`src/five_way_key_debounce_fsm_unit_defines.svh`:
```
// Assertion macros used by the joystick debouncer RTL (fwkd_fsm).
// Both expect signals named clk and rst_n in the enclosing module.
`ifndef FIVE_WAY_KEY_DEBOUNCE_FSM_UNIT_DEFINES_SVH
`define FIVE_WAY_KEY_DEBOUNCE_FSM_UNIT_DEFINES_SVH

// Same-cycle implication.
`define FWKD_ASSERT_NOW(lbl, ante, cons, msg) \
  lbl: assert property (@(posedge clk) disable iff (!rst_n) (ante) |-> (cons)) \
    else $error(msg);

// Next-cycle implication.
`define FWKD_ASSERT_NEXT(lbl, ante, cons, msg) \
  lbl: assert property (@(posedge clk) disable iff (!rst_n) (ante) |=> (cons)) \
    else $error(msg);

`endif

```
`src/fwkd_pkg.sv`:
```
`default_nettype none
package fwkd_pkg;

  localparam int unsigned PinW  = 5;
  localparam int unsigned CodeW = 3;
  localparam int unsigned SkipW = 8;

  localparam logic [SkipW-1:0] SCAN_SKIP_RESET = 8'd15;

  // item kinds
  localparam logic ACT_TICK = 1'b0;
  localparam logic ACT_READ = 1'b1;

  // key codes
  localparam logic [CodeW-1:0] KEY_NONE  = 3'd0;
  localparam logic [CodeW-1:0] KEY_UP    = 3'd1;
  localparam logic [CodeW-1:0] KEY_DOWN  = 3'd2;
  localparam logic [CodeW-1:0] KEY_LEFT  = 3'd3;
  localparam logic [CodeW-1:0] KEY_RIGHT = 3'd4;
  localparam logic [CodeW-1:0] KEY_ENTER = 3'd5;

  typedef enum logic [4:0] {
    ST_IDLE       = 5'b00001,
    ST_PRESSED    = 5'b00010,
    ST_PRESS_OK   = 5'b00100,
    ST_RELEASED   = 5'b01000,
    ST_RELEASE_OK = 5'b10000
  } fsm_state_t;

  // one item leaving the input register
  typedef struct packed {
    logic             fire;
    logic             is_read;
    logic [PinW-1:0]  pin_levels;
  } step_t;

  // key status as seen by a read
  typedef struct packed {
    logic [CodeW-1:0] key_code;
    logic             press_flag;
    logic             release_flag;
  } status_t;

endpackage
`default_nettype wire

```
`src/fwkd_prio_enc.sv`:
```
`default_nettype none
module fwkd_prio_enc (
  input  wire logic [fwkd_pkg::PinW-1:0]  pin_levels,
  output logic      [fwkd_pkg::CodeW-1:0] key_code
);
  import fwkd_pkg::*;

  logic [PinW-1:0] down;

  assign down = ~pin_levels;

  // lowest pin wins: up, down, left, right, enter
  always_comb begin
    if (down[0]) begin
      key_code = KEY_UP;
    end else if (down[1]) begin
      key_code = KEY_DOWN;
    end else if (down[2]) begin
      key_code = KEY_LEFT;
    end else if (down[3]) begin
      key_code = KEY_RIGHT;
    end else if (down[4]) begin
      key_code = KEY_ENTER;
    end else begin
      key_code = KEY_NONE;
    end
  end

endmodule
`default_nettype wire

```
`src/fwkd_fsm.sv`:
```
`default_nettype none
`include "five_way_key_debounce_fsm_unit_defines.svh"
module fwkd_fsm (
  input  wire logic                         clk,
  input  wire logic                         rst_n,
  input  wire logic                         cfg_wr_en,
  input  wire logic [fwkd_pkg::SkipW-1:0]   cfg_wr_data,
  input  wire fwkd_pkg::step_t              step,
  output fwkd_pkg::status_t                 status
);
  import fwkd_pkg::*;

  logic [SkipW-1:0] scan_skip_r;
  logic [SkipW-1:0] tick_count_r, tick_count_nxt;
  fsm_state_t       state_r, state_nxt;
  logic [CodeW-1:0] code_r, code_nxt;
  logic             press_r, press_nxt;
  logic             release_r, release_nxt;
  logic [CodeW-1:0] scan_code;
  logic             key_down;
  logic             do_scan;

  fwkd_prio_enc u_enc (
    .pin_levels (step.pin_levels),
    .key_code   (scan_code)
  );

  assign key_down = (scan_code != KEY_NONE);
  assign do_scan  = step.fire && !step.is_read && (tick_count_r >= scan_skip_r);

  always_comb begin
    tick_count_nxt = tick_count_r;
    state_nxt      = state_r;
    code_nxt       = code_r;
    press_nxt      = press_r;
    release_nxt    = release_r;
    if (step.fire && !step.is_read) begin
      if (do_scan) begin
        tick_count_nxt = '0;
        case (state_r)
          ST_PRESSED: begin
            if (key_down) begin
              state_nxt = ST_PRESS_OK;
              code_nxt  = scan_code;
              press_nxt = 1'b1;
            end else begin
              state_nxt = ST_IDLE;
            end
          end
          ST_PRESS_OK: begin
            if (!key_down) state_nxt = ST_RELEASED;
          end
          ST_RELEASED: begin
            if (key_down) begin
              state_nxt = ST_PRESS_OK;
            end else begin
              state_nxt   = ST_RELEASE_OK;
              release_nxt = 1'b1;
            end
          end
          ST_RELEASE_OK: begin
            if (key_down) begin
              state_nxt = ST_PRESSED;
              code_nxt  = scan_code;
            end
          end
          default: begin
            state_nxt = key_down ? ST_PRESSED : ST_IDLE;
          end
        endcase
      end else begin
        tick_count_nxt = tick_count_r + 8'd1;
      end
    end else if (step.fire) begin
      case (state_r)
        ST_RELEASE_OK: begin
          state_nxt   = ST_IDLE;
          code_nxt    = KEY_NONE;
          press_nxt   = 1'b0;
          release_nxt = 1'b0;
        end
        ST_PRESS_OK, ST_RELEASED: begin
          press_nxt = 1'b0;
        end
        default: ;
      endcase
    end
  end

  always_ff @(posedge clk) begin
    if (!rst_n) begin
      scan_skip_r  <= SCAN_SKIP_RESET;
      tick_count_r <= '0;
      state_r      <= ST_IDLE;
      code_r       <= KEY_NONE;
      press_r      <= 1'b0;
      release_r    <= 1'b0;
    end else begin
      if (cfg_wr_en) scan_skip_r <= cfg_wr_data;
      tick_count_r <= tick_count_nxt;
      state_r      <= state_nxt;
      code_r       <= code_nxt;
      press_r      <= press_nxt;
      release_r    <= release_nxt;
    end
  end

  // a read sees the values held before it
  assign status.key_code     = code_r;
  assign status.press_flag   = press_r;
  assign status.release_flag = release_r;

  `FWKD_ASSERT_NEXT(a_scan_restarts_count, do_scan, tick_count_r == '0,
    "tick counter not cleared after a scan")
  `FWKD_ASSERT_NOW(a_press_from_pressed, $rose(press_r), $past(state_r) == ST_PRESSED,
    "press flag set outside the pressed state")
  `FWKD_ASSERT_NOW(a_release_from_released, $rose(release_r),
    $past(state_r) == ST_RELEASED, "release flag set outside the released state")
  `FWKD_ASSERT_NEXT(a_read_clears_all,
    step.fire && step.is_read && state_r == ST_RELEASE_OK,
    state_r == ST_IDLE && code_r == KEY_NONE && !press_r && !release_r,
    "read in release confirmed did not clear status")

endmodule
`default_nettype wire

```
`src/five_way_key_debounce_fsm_unit.sv`:
```
// A read passes through the input register, then the result register, before its result is
// offered at the output. Throughput: one item per cycle, unless a read is held (below);
// ticks never produce a result transfer.
// A read waits in the input register only while the result register is full and stalled.
// Reset (rst_n low, synchronous): machine idle, tick count 0, code and flags 0,
// scan_skip back to 15, both pipeline registers empty.
`default_nettype none
module five_way_key_debounce_fsm_unit (
  input  wire logic                         clk,
  input  wire logic                         rst_n,
  // configuration: scan_skip
  input  wire logic                         cfg_wr_en,
  input  wire logic [fwkd_pkg::SkipW-1:0]   cfg_wr_data,
  // item input
  input  wire logic                         in_valid,
  output logic                              in_stall,
  input  wire logic                         in_action,
  input  wire logic [fwkd_pkg::PinW-1:0]    in_pin_levels,
  // result output
  output logic                              out_valid,
  input  wire logic                         out_stall,
  output logic      [fwkd_pkg::CodeW-1:0]   out_key_code,
  output logic                              out_press_flag,
  output logic                              out_release_flag
);
  import fwkd_pkg::*;

  // input register
  logic            s1_valid_r, s1_valid_nxt;
  logic            s1_action_r;
  logic [PinW-1:0] s1_pins_r;
  logic            s1_fire;
  logic            in_xfer;

  // result register
  logic            out_valid_r, out_valid_nxt;
  status_t         out_r;
  logic            out_load;

  step_t           step;
  status_t         status;

  // A tick always drains; a read drains when the result slot is free
  // or being emptied this cycle.
  assign s1_fire  = s1_valid_r &&
                    (s1_action_r == ACT_TICK || !out_valid_r || !out_stall);
  assign in_stall = s1_valid_r && !s1_fire;
  assign in_xfer  = in_valid && !in_stall;
  assign out_load = s1_fire && (s1_action_r == ACT_READ);

  assign s1_valid_nxt  = in_xfer ? 1'b1 : (s1_fire ? 1'b0 : s1_valid_r);
  assign out_valid_nxt = out_load ? 1'b1 : ((out_valid_r && !out_stall) ? 1'b0 : out_valid_r);

  always_ff @(posedge clk) begin
    if (!rst_n) begin
      s1_valid_r  <= 1'b0;
      out_valid_r <= 1'b0;
    end else begin
      s1_valid_r  <= s1_valid_nxt;
      out_valid_r <= out_valid_nxt;
    end
  end

  // payload registers, no reset needed
  always_ff @(posedge clk) begin
    if (in_xfer) begin
      s1_action_r <= in_action;
      s1_pins_r   <= in_pin_levels;
    end
    if (out_load) out_r <= status;
  end

  assign step.fire       = s1_fire;
  assign step.is_read    = (s1_action_r == ACT_READ);
  assign step.pin_levels = s1_pins_r;

  // debounce state, tick divider and priority encode
  fwkd_fsm u_fsm (
    .clk         (clk),
    .rst_n       (rst_n),
    .cfg_wr_en   (cfg_wr_en),
    .cfg_wr_data (cfg_wr_data),
    .step        (step),
    .status      (status)
  );

  assign out_valid        = out_valid_r;
  assign out_key_code     = out_r.key_code;
  assign out_press_flag   = out_r.press_flag;
  assign out_release_flag = out_r.release_flag;

endmodule
`default_nettype wire

```
`config.mk`:
```
export PLATFORM = sky130hd
export DESIGN_NAME = five_way_key_debounce_fsm_unit
export DESIGN_NICKNAME = d
export VERILOG_FILES = /design/src/fwkd_pkg.sv /design/src/fwkd_prio_enc.sv /design/src/fwkd_fsm.sv /design/src/five_way_key_debounce_fsm_unit.sv
export VERILOG_INCLUDE_DIRS = /design/src /design/src/src
export SDC_FILE = /design/constraint.sdc
export NUM_CORES = 1
export LEC_CHECK = 0
export BUFFER_PORTS_ARGS = -buffer_cell sky130_fd_sc_hd__buf_4
export CORE_UTILIZATION = 55
export CTS_CLUSTER_DIAMETER = 150
export DETAILED_ROUTE_END_ITERATION = 7
export HOLD_SLACK_MARGIN = 0.15
export PLACE_DENSITY = 0.78
export SLEW_MARGIN = 10
export SYNTH_ARGS = -nofsm -noshare
export SYNTH_HDL_FRONTEND = slang
export SYNTH_SLANG_ARGS = --single-unit
```
`constraint.sdc`:
```
create_clock -name clk -period 2.4 [get_ports clk]
set_clock_uncertainty 0.05 [all_clocks]
set_input_delay 0.12 -clock clk [delete_from_list [all_inputs] [get_ports clk]]
set_output_delay 0.12 -clock clk [all_outputs]
set_load 0.05 [all_outputs]
```
==> out/qor.txt, run 1 <==
Outcome - finished, final reports clean
Vias in the first global route - 1693
Count of unique library cells instantiated by Yosys - 44
Achievable frequency - 0.471 GHz
HPWL Detailed - 2600 um
Critical Path Source Type - register
Die H - 61.7 um
DRC - 0
Post-CTS Setup Bufs - 0
Syn_area_per_cell - 9.64 sq um
Detail Route Antenna Nets - 0
Largest net degree at the start of global routing - 33
Post-layout min period - 2.12 ns
Grt ovf - 0
DR vias - 1753
Final Power - 1.21 mW
Worst path max stage delay - 0.47 ns
Antenna diodes - 0
CP top delay family - simple AND/OR/NAND/NOR gates
Die Wd - 61.7 um
Final #Nets - 288
Worst skew pair latency - 0.36 ns
Fin. max-slew vios - 0
Final hold vios - 0
Top-area cell type share of the netlist area - 0.286
Worst hold path type - register to register
CP Cell Sequence - inv_1, ha_1, nand4_1, a21oi_1, a21oi_2, buf_4, nor4_2, mux2i_1
1st-pass router iterations - 5
Worst Path Arrival - 2.36 ns
Slew at the pin closest to its max-slew limit - 0.534 ns
Vias per std cell - 5.71
Root Buffer - clkbuf_4
Row count - 21
Post-route clock period utilization - 0.885
Util after Layout - 0.759
Fin cells - 307
Layout cells sized above 1 - 0.169
Commonest cells after routing, fill and taps aside - 35 x dlygate4sd3_1, 28 x dfxtp_1, 27 x buf_4
Dpl cells - 264
Max cap viols - 0
Synth warnings - 0
# clock sinks - 39
Worst rel slew slack - 0.643
Top Ports - 26
Syn nets - 231
Clock Path Buffers - 2
CTS tree - done
Most common cell after layout, fill and taps aside - dlygate4sd3_1
Top_reg_cell synth - dfxtp_1
I/O Buffers - 25
Antenna violations before repair - 0
Endpoints failing setup - 0
Critical Path RT - 2.64 ns
Core area - 3360 sq um
Cell taking the most area after synthesis - dfxtp_1
Ranking of synthesized cells by area - dfxtp_1 29%, edfxtp_1 17%, mux2i_1 6.1%, ha_1 5.8%, nand2_1 4.0%
Initial Util - 0.582
Die footprint - 3800 sq um
Endpoint class of the critical path - register
Final setup TNS - 0 ns
Global-route wire length before repair - 8060 um
Ys async rst share - 0
CP Class - register to register
Peak supply drop - 390 uV
Critical-path top delay cell - nor4_2
Synthesized cell area - 1960 sq um
Synthesized instance count - 203
Area growth, synth to finish - 30.4%
WHS - 0.396 ns
Leak - 1.06 nW
Post-synth EDFFs - 11
H-tree level count - 2
Routed length per placed instance - 16.3 um
GRT Util Overall - 0.299
Crit Path Max Fanout - 11
Post-synthesis register bit count - 39
Clk slew on worst S/H paths - 0.12 ns
CTS buffer count - 5
Post-Route WL - 4990 um
WP buf/inv - 2
RSZ-0062 raised after global routing - false
Starting DRT DRC Count - 104
Power Density - 475 nW/um^2
Post-synthesis sequential area ratio - 0.455
Routability cong. - 0.874
[cell usage after synthesis (2+ instances only)]
library cell and count:
dfxtp_1 28, nand2_1 21, nand3_1 14, inv_1 13, mux2i_1 12, edfxtp_1 11
nor2_1 10, ha_1 9, nor2b_1 8, clkbuf_1 6, xor2_1 6, a21oi_1 5
nand4_1 5, o211ai_1 5, o21ai_0 5, o21ai_1 4, and4_1 3, buf_2 3
nand2b_1 3, a21boi_0 2, a21boi_1 2, a21oi_2 2, a31oi_1 2, and3_1 2
buf_6 2, nor3_1 2
[per-stage QoR]
stage	worst slack, ns	instance area, sq um
6_report	0.276	2550
5_1_grt	0.0604	2550
4_1_cts	0.300	2550
3_5_place_dp	0.333	2150
3_3_place_gp	0.401	2150
2_1_floorplan	0.269	1960
[path summary, 6_finish.rpt]
path                        startpoint         endpoint  slack [ns]  cells past startpoint
setup / recovery  u_fsm.scan_skip_r[7]  u_fsm.code_r[2]        0.28                      8
hold / removal         u_fsm.code_r[2]  out_key_code[2]        0.40                      0
setup reg to reg  u_fsm.scan_skip_r[7]  u_fsm.code_r[2]        0.28                      8
hold reg to reg        u_fsm.code_r[2]  out_key_code[2]        0.40                      0
[cell type report]
type | instances | area, sq um
clock buffers | 5 | 37.5
clock inverters | 3 | 15.0
flip-flops and latches | 39 | 891
fillers | 200 | 811
inverters | 13 | 48.8
repair buffers | 62 | 553
well taps | 46 | 57.6
multi-input cells | 139 | 950
[registers in the layout, indices dropped and copies added (netlist names)]
name,flops
u_fsm.tick_count_r,8
out_release_flag,1
s1_action_r,1
out_key_code,3
u_fsm.scan_skip_r,8
out_press_flag,1
out_valid,1
s1_valid_r,1
s1_pins_r,5
u_fsm.state_r,5
u_fsm.code_r,3
u_fsm.release_r,1
u_fsm.press_r,1
[power breakdown]
part / total [mW] / internal (mW) / switching [mW]
sequential: 0.712 / 0.696 / 0.0166
clock: 0.334 / 0.109 / 0.225
combinational: 0.164 / 0.0905 / 0.0739
total: 1.21 / 0.895 / 0.316
[cells by family after synthesis]
logic type / count (synthesis) / synth area share
and+or+nand+nor: 75 / 0.207
adders and majority gates: 9 / 0.0575
muxes: 12 / 0.0614
DFF: 39 / 0.455
xor gates and xnor gates: 7 / 0.0313
AOI/OAI and AO/OA: 36 / 0.129
buffers and inverters: 25 / 0.0595
[per-layer routing]
layer | part of all wire | vias to the layer above | track usage | wire (um)
met4 | 0.013 | 0 | 0.0794 | 64
li1 | - | 832 | - | -
met2 | 0.49 | 81 | 0.518 | 2440
met3 | 0.073 | 7 | 0.0714 | 364
met1 | 0.43 | 833 | 0.373 | 2120
met5 | 0 | - | 0 | 0
[repair_timing]
action / in CTS / in global routing
resized for setup: 0 / 0
hold endpoints to repair: 28 / 0
hold buffers: 35 / 0
(Power assumes the default switching activity.)
==> inputs of run 2 (changes only) <==
--- a/config.mk
+++ b/config.mk
@@ -6,12 +6,14 @@
 export SDC_FILE = /design/constraint.sdc
 export NUM_CORES = 1
 export LEC_CHECK = 0
-export BUFFER_PORTS_ARGS = -buffer_cell sky130_fd_sc_hd__buf_4
 export CORE_UTILIZATION = 55
+export CTS_BUF_LIST = sky130_fd_sc_hd__clkbuf_2 sky130_fd_sc_hd__clkbuf_4 sky130_fd_sc_hd__clkbuf_8
 export CTS_CLUSTER_DIAMETER = 150
+export CTS_CLUSTER_SIZE = 25
 export DETAILED_ROUTE_END_ITERATION = 7
+export DONT_BUFFER_PORTS = 1
 export HOLD_SLACK_MARGIN = 0.15
-export PLACE_DENSITY = 0.78
+export PLACE_DENSITY = 0.71
 export SLEW_MARGIN = 10
 export SYNTH_ARGS = -nofsm -noshare
 export SYNTH_HDL_FRONTEND = slang
==> out/qor.txt, run 2 (same netlist as run 1, synthesis figures left out) <==
Vias per std cell - 5.64
Top routing layer in use - met4
Combinational power share - 0.086
DR vias - 1506
Post-CTS Setup Bufs - 0
Top Ports - 26
Post-placement cell area - 1980 sq um
WHS Endpoint - s1_pins_r[3]
Commonest cells after routing, fill and taps aside - 28 x dfxtp_1, 21 x nand2_1, 18 x dlygate4sd3_1
CTS tree - done
Internal power - 0.881 mW
H-tree level count - 2
Die footprint - 3800 sq um
GRT Util Overall - 0.237
Core area - 3360 sq um
Achievable frequency - 0.449 GHz
Final Power - 1.15 mW
Starting DRT DRC Count - 94
Clk network pwr share - 0.295
Clk slew on worst S/H paths - 0.11 ns
Worst hold start - in_pin_levels[3]
Largest net degree at the start of global routing - 33
Global-route wire length before repair - 6250 um
CP Class - register to register
Root Buffer - clkbuf_4
Crit Path Max Fanout - 8
Grt ovf - 0
Reg-to-reg slack, setup - 0.17 ns
Final #Nets - 248
Initial Util - 0.582
Routability cong. - 0.802
Routed length per placed instance - 14.5 um
Power Density - 520 nW/um^2
Post-Route WL - 3880 um
Hold Crit Depth - 1
Fin. max-slew vios - 0
Area growth, synth to finish - 13.6%
Largest regs - u_fsm.scan_skip_r x8, u_fsm.tick_count_r x8
WHS - 0.355 ns
Met3 wire length - 206 um
HPWL Detailed - 2580 um
Fin cells - 267
Slew at the pin closest to its max-slew limit - 1.02 ns
Worst skew pair latency - 0.35 ns
NetSw - 0.274 mW
Post-route cell area - 2220 sq um
CTS buffer count - 5
Max cap viols - 0
Post-route clock period utilization - 0.928
Vias in the first global route - 1365
Endpoints failing setup - 0
DRC - 0
Final setup TNS - 0 ns
Dpl cells - 241
Antenna diodes - 0
Detail Route Antenna Nets - 0
Die H - 61.7 um
Most common cell after layout, fill and taps aside - dfxtp_1
DRT met1 WL - 1760 um
Antenna violations before repair - 0
Final hold vios - 0
Critical Path RT - 2.63 ns
Worst rel slew slack - 0.317
Layout cells sized above 1 - 0.0950
Post-layout min period - 2.23 ns
Leak - 0.881 nW
Row count - 21
Worst Path Arrival - 2.46 ns
Sequential share of power - 0.620
Clock Path Buffers - 2
Peak supply drop - 394 uV
Die Wd - 61.7 um
Critical Path Source Type - register
RSZ-0062 raised after global routing - false
Worst hold path type - input pin to register
FF-to-FF path depth - 8
Critical R2R Capture - u_fsm.tick_count_r[5]
Outcome - finished, final reports clean
# clock sinks - 39
WL met2 - 1860 um
Sw Ratio - 0.237
Reg-to-reg critical path startpoint - u_fsm.tick_count_r[0]
1st-pass router iterations - 4
Endpoint class of the critical path - register
I/O Buffers - 0
==> run 2: cell types whose count changed in the layout (fill, tap and decap cells not counted) <==
cell	delta
a21oi_2	-1
a21oi_4	+1
buf_4	-23
clkbuf_4	+2
clkinv_2	-2
dlygate4sd3_1	-17
==> run 2: cell type report <==
cell class                      count  area [sq um]
Multi-Input combinational cell    139           957
Clock inverter                      1          5.00
Timing Repair Buffer               22           210
Inverter                           13          48.8
Clock buffer                        7          52.6
Tap cell                           46          57.6
Sequential cell                    39           891
Fill cell                         290          1140
==> run 2: power groups by stage <==
stage / clock network (mW) / logic [mW] / registers (mW)
2_1_floorplan: 0 / 0.0582 / 0.728
3_3_place_gp: 0 / 0.0603 / 0.730
3_5_place_dp: 0 / 0.0632 / 0.730
4_1_cts: 0.350 / 0.0964 / 0.715
5_1_grt: 0.386 / 0.109 / 0.719
6_report: 0.340 / 0.0987 / 0.716
==> run 2: critical path, stage by stage, from the launching register on <==
cell	delay, ns
dfxtp_1	0.43
inv_1	0.08
ha_1	0.29
nand2b_1	0.15
a2111o_1	0.45
a21oi_4	0.20
buf_4	0.19
o21ai_1	0.13
nor2_1	0.19
==> run 2: how the worst max path moves through the flow <==
| stage | start | endpoint | slack (ns) | cells after the start |
|---|---|---|---|---|
| finish | u_fsm.tick_count_r[0] | u_fsm.tick_count_r[5] | 0.17 | 8 |
| global route | u_fsm.tick_count_r[0] | u_fsm.tick_count_r[4] | 0.01 | 8 |
| CTS | u_fsm.tick_count_r[0] | u_fsm.tick_count_r[5] | 0.13 | 8 |
| detailed placement | u_fsm.tick_count_r[0] | u_fsm.tick_count_r[5] | 0.23 | 8 |
| global placement | u_fsm.tick_count_r[0] | u_fsm.tick_count_r[3] | 0.33 | 8 |
| floorplan | out_valid | s1_action_r | 0.27 | 3 |
==> run 2: through the flow <==
stage | util | setup WS [ns]
CTS | 0.658 | 0.135
floorplan | - | 0.269
detailed placement | 0.588 | 0.227
finish | 0.661 | 0.172
global placement | 0.588 | 0.331
global route | 0.661 | 0.0106
==> run 2: metal layers <==
layer | global-route usage | up-vias
met3 | 0.0798 | 5
met4 | 0.0762 | 0
met1 | 0.298 | 705
met2 | 0.382 | 41
met5 | 0 | -
li1 | - | 755
==> run 2: timing repair <==
action | in CTS | in global routing
endpoints found under the hold margin | 40 | 0
hold buffers | 18 | 0
resized for setup | 0 | 1
endpoints found under the setup margin | 0 | 4
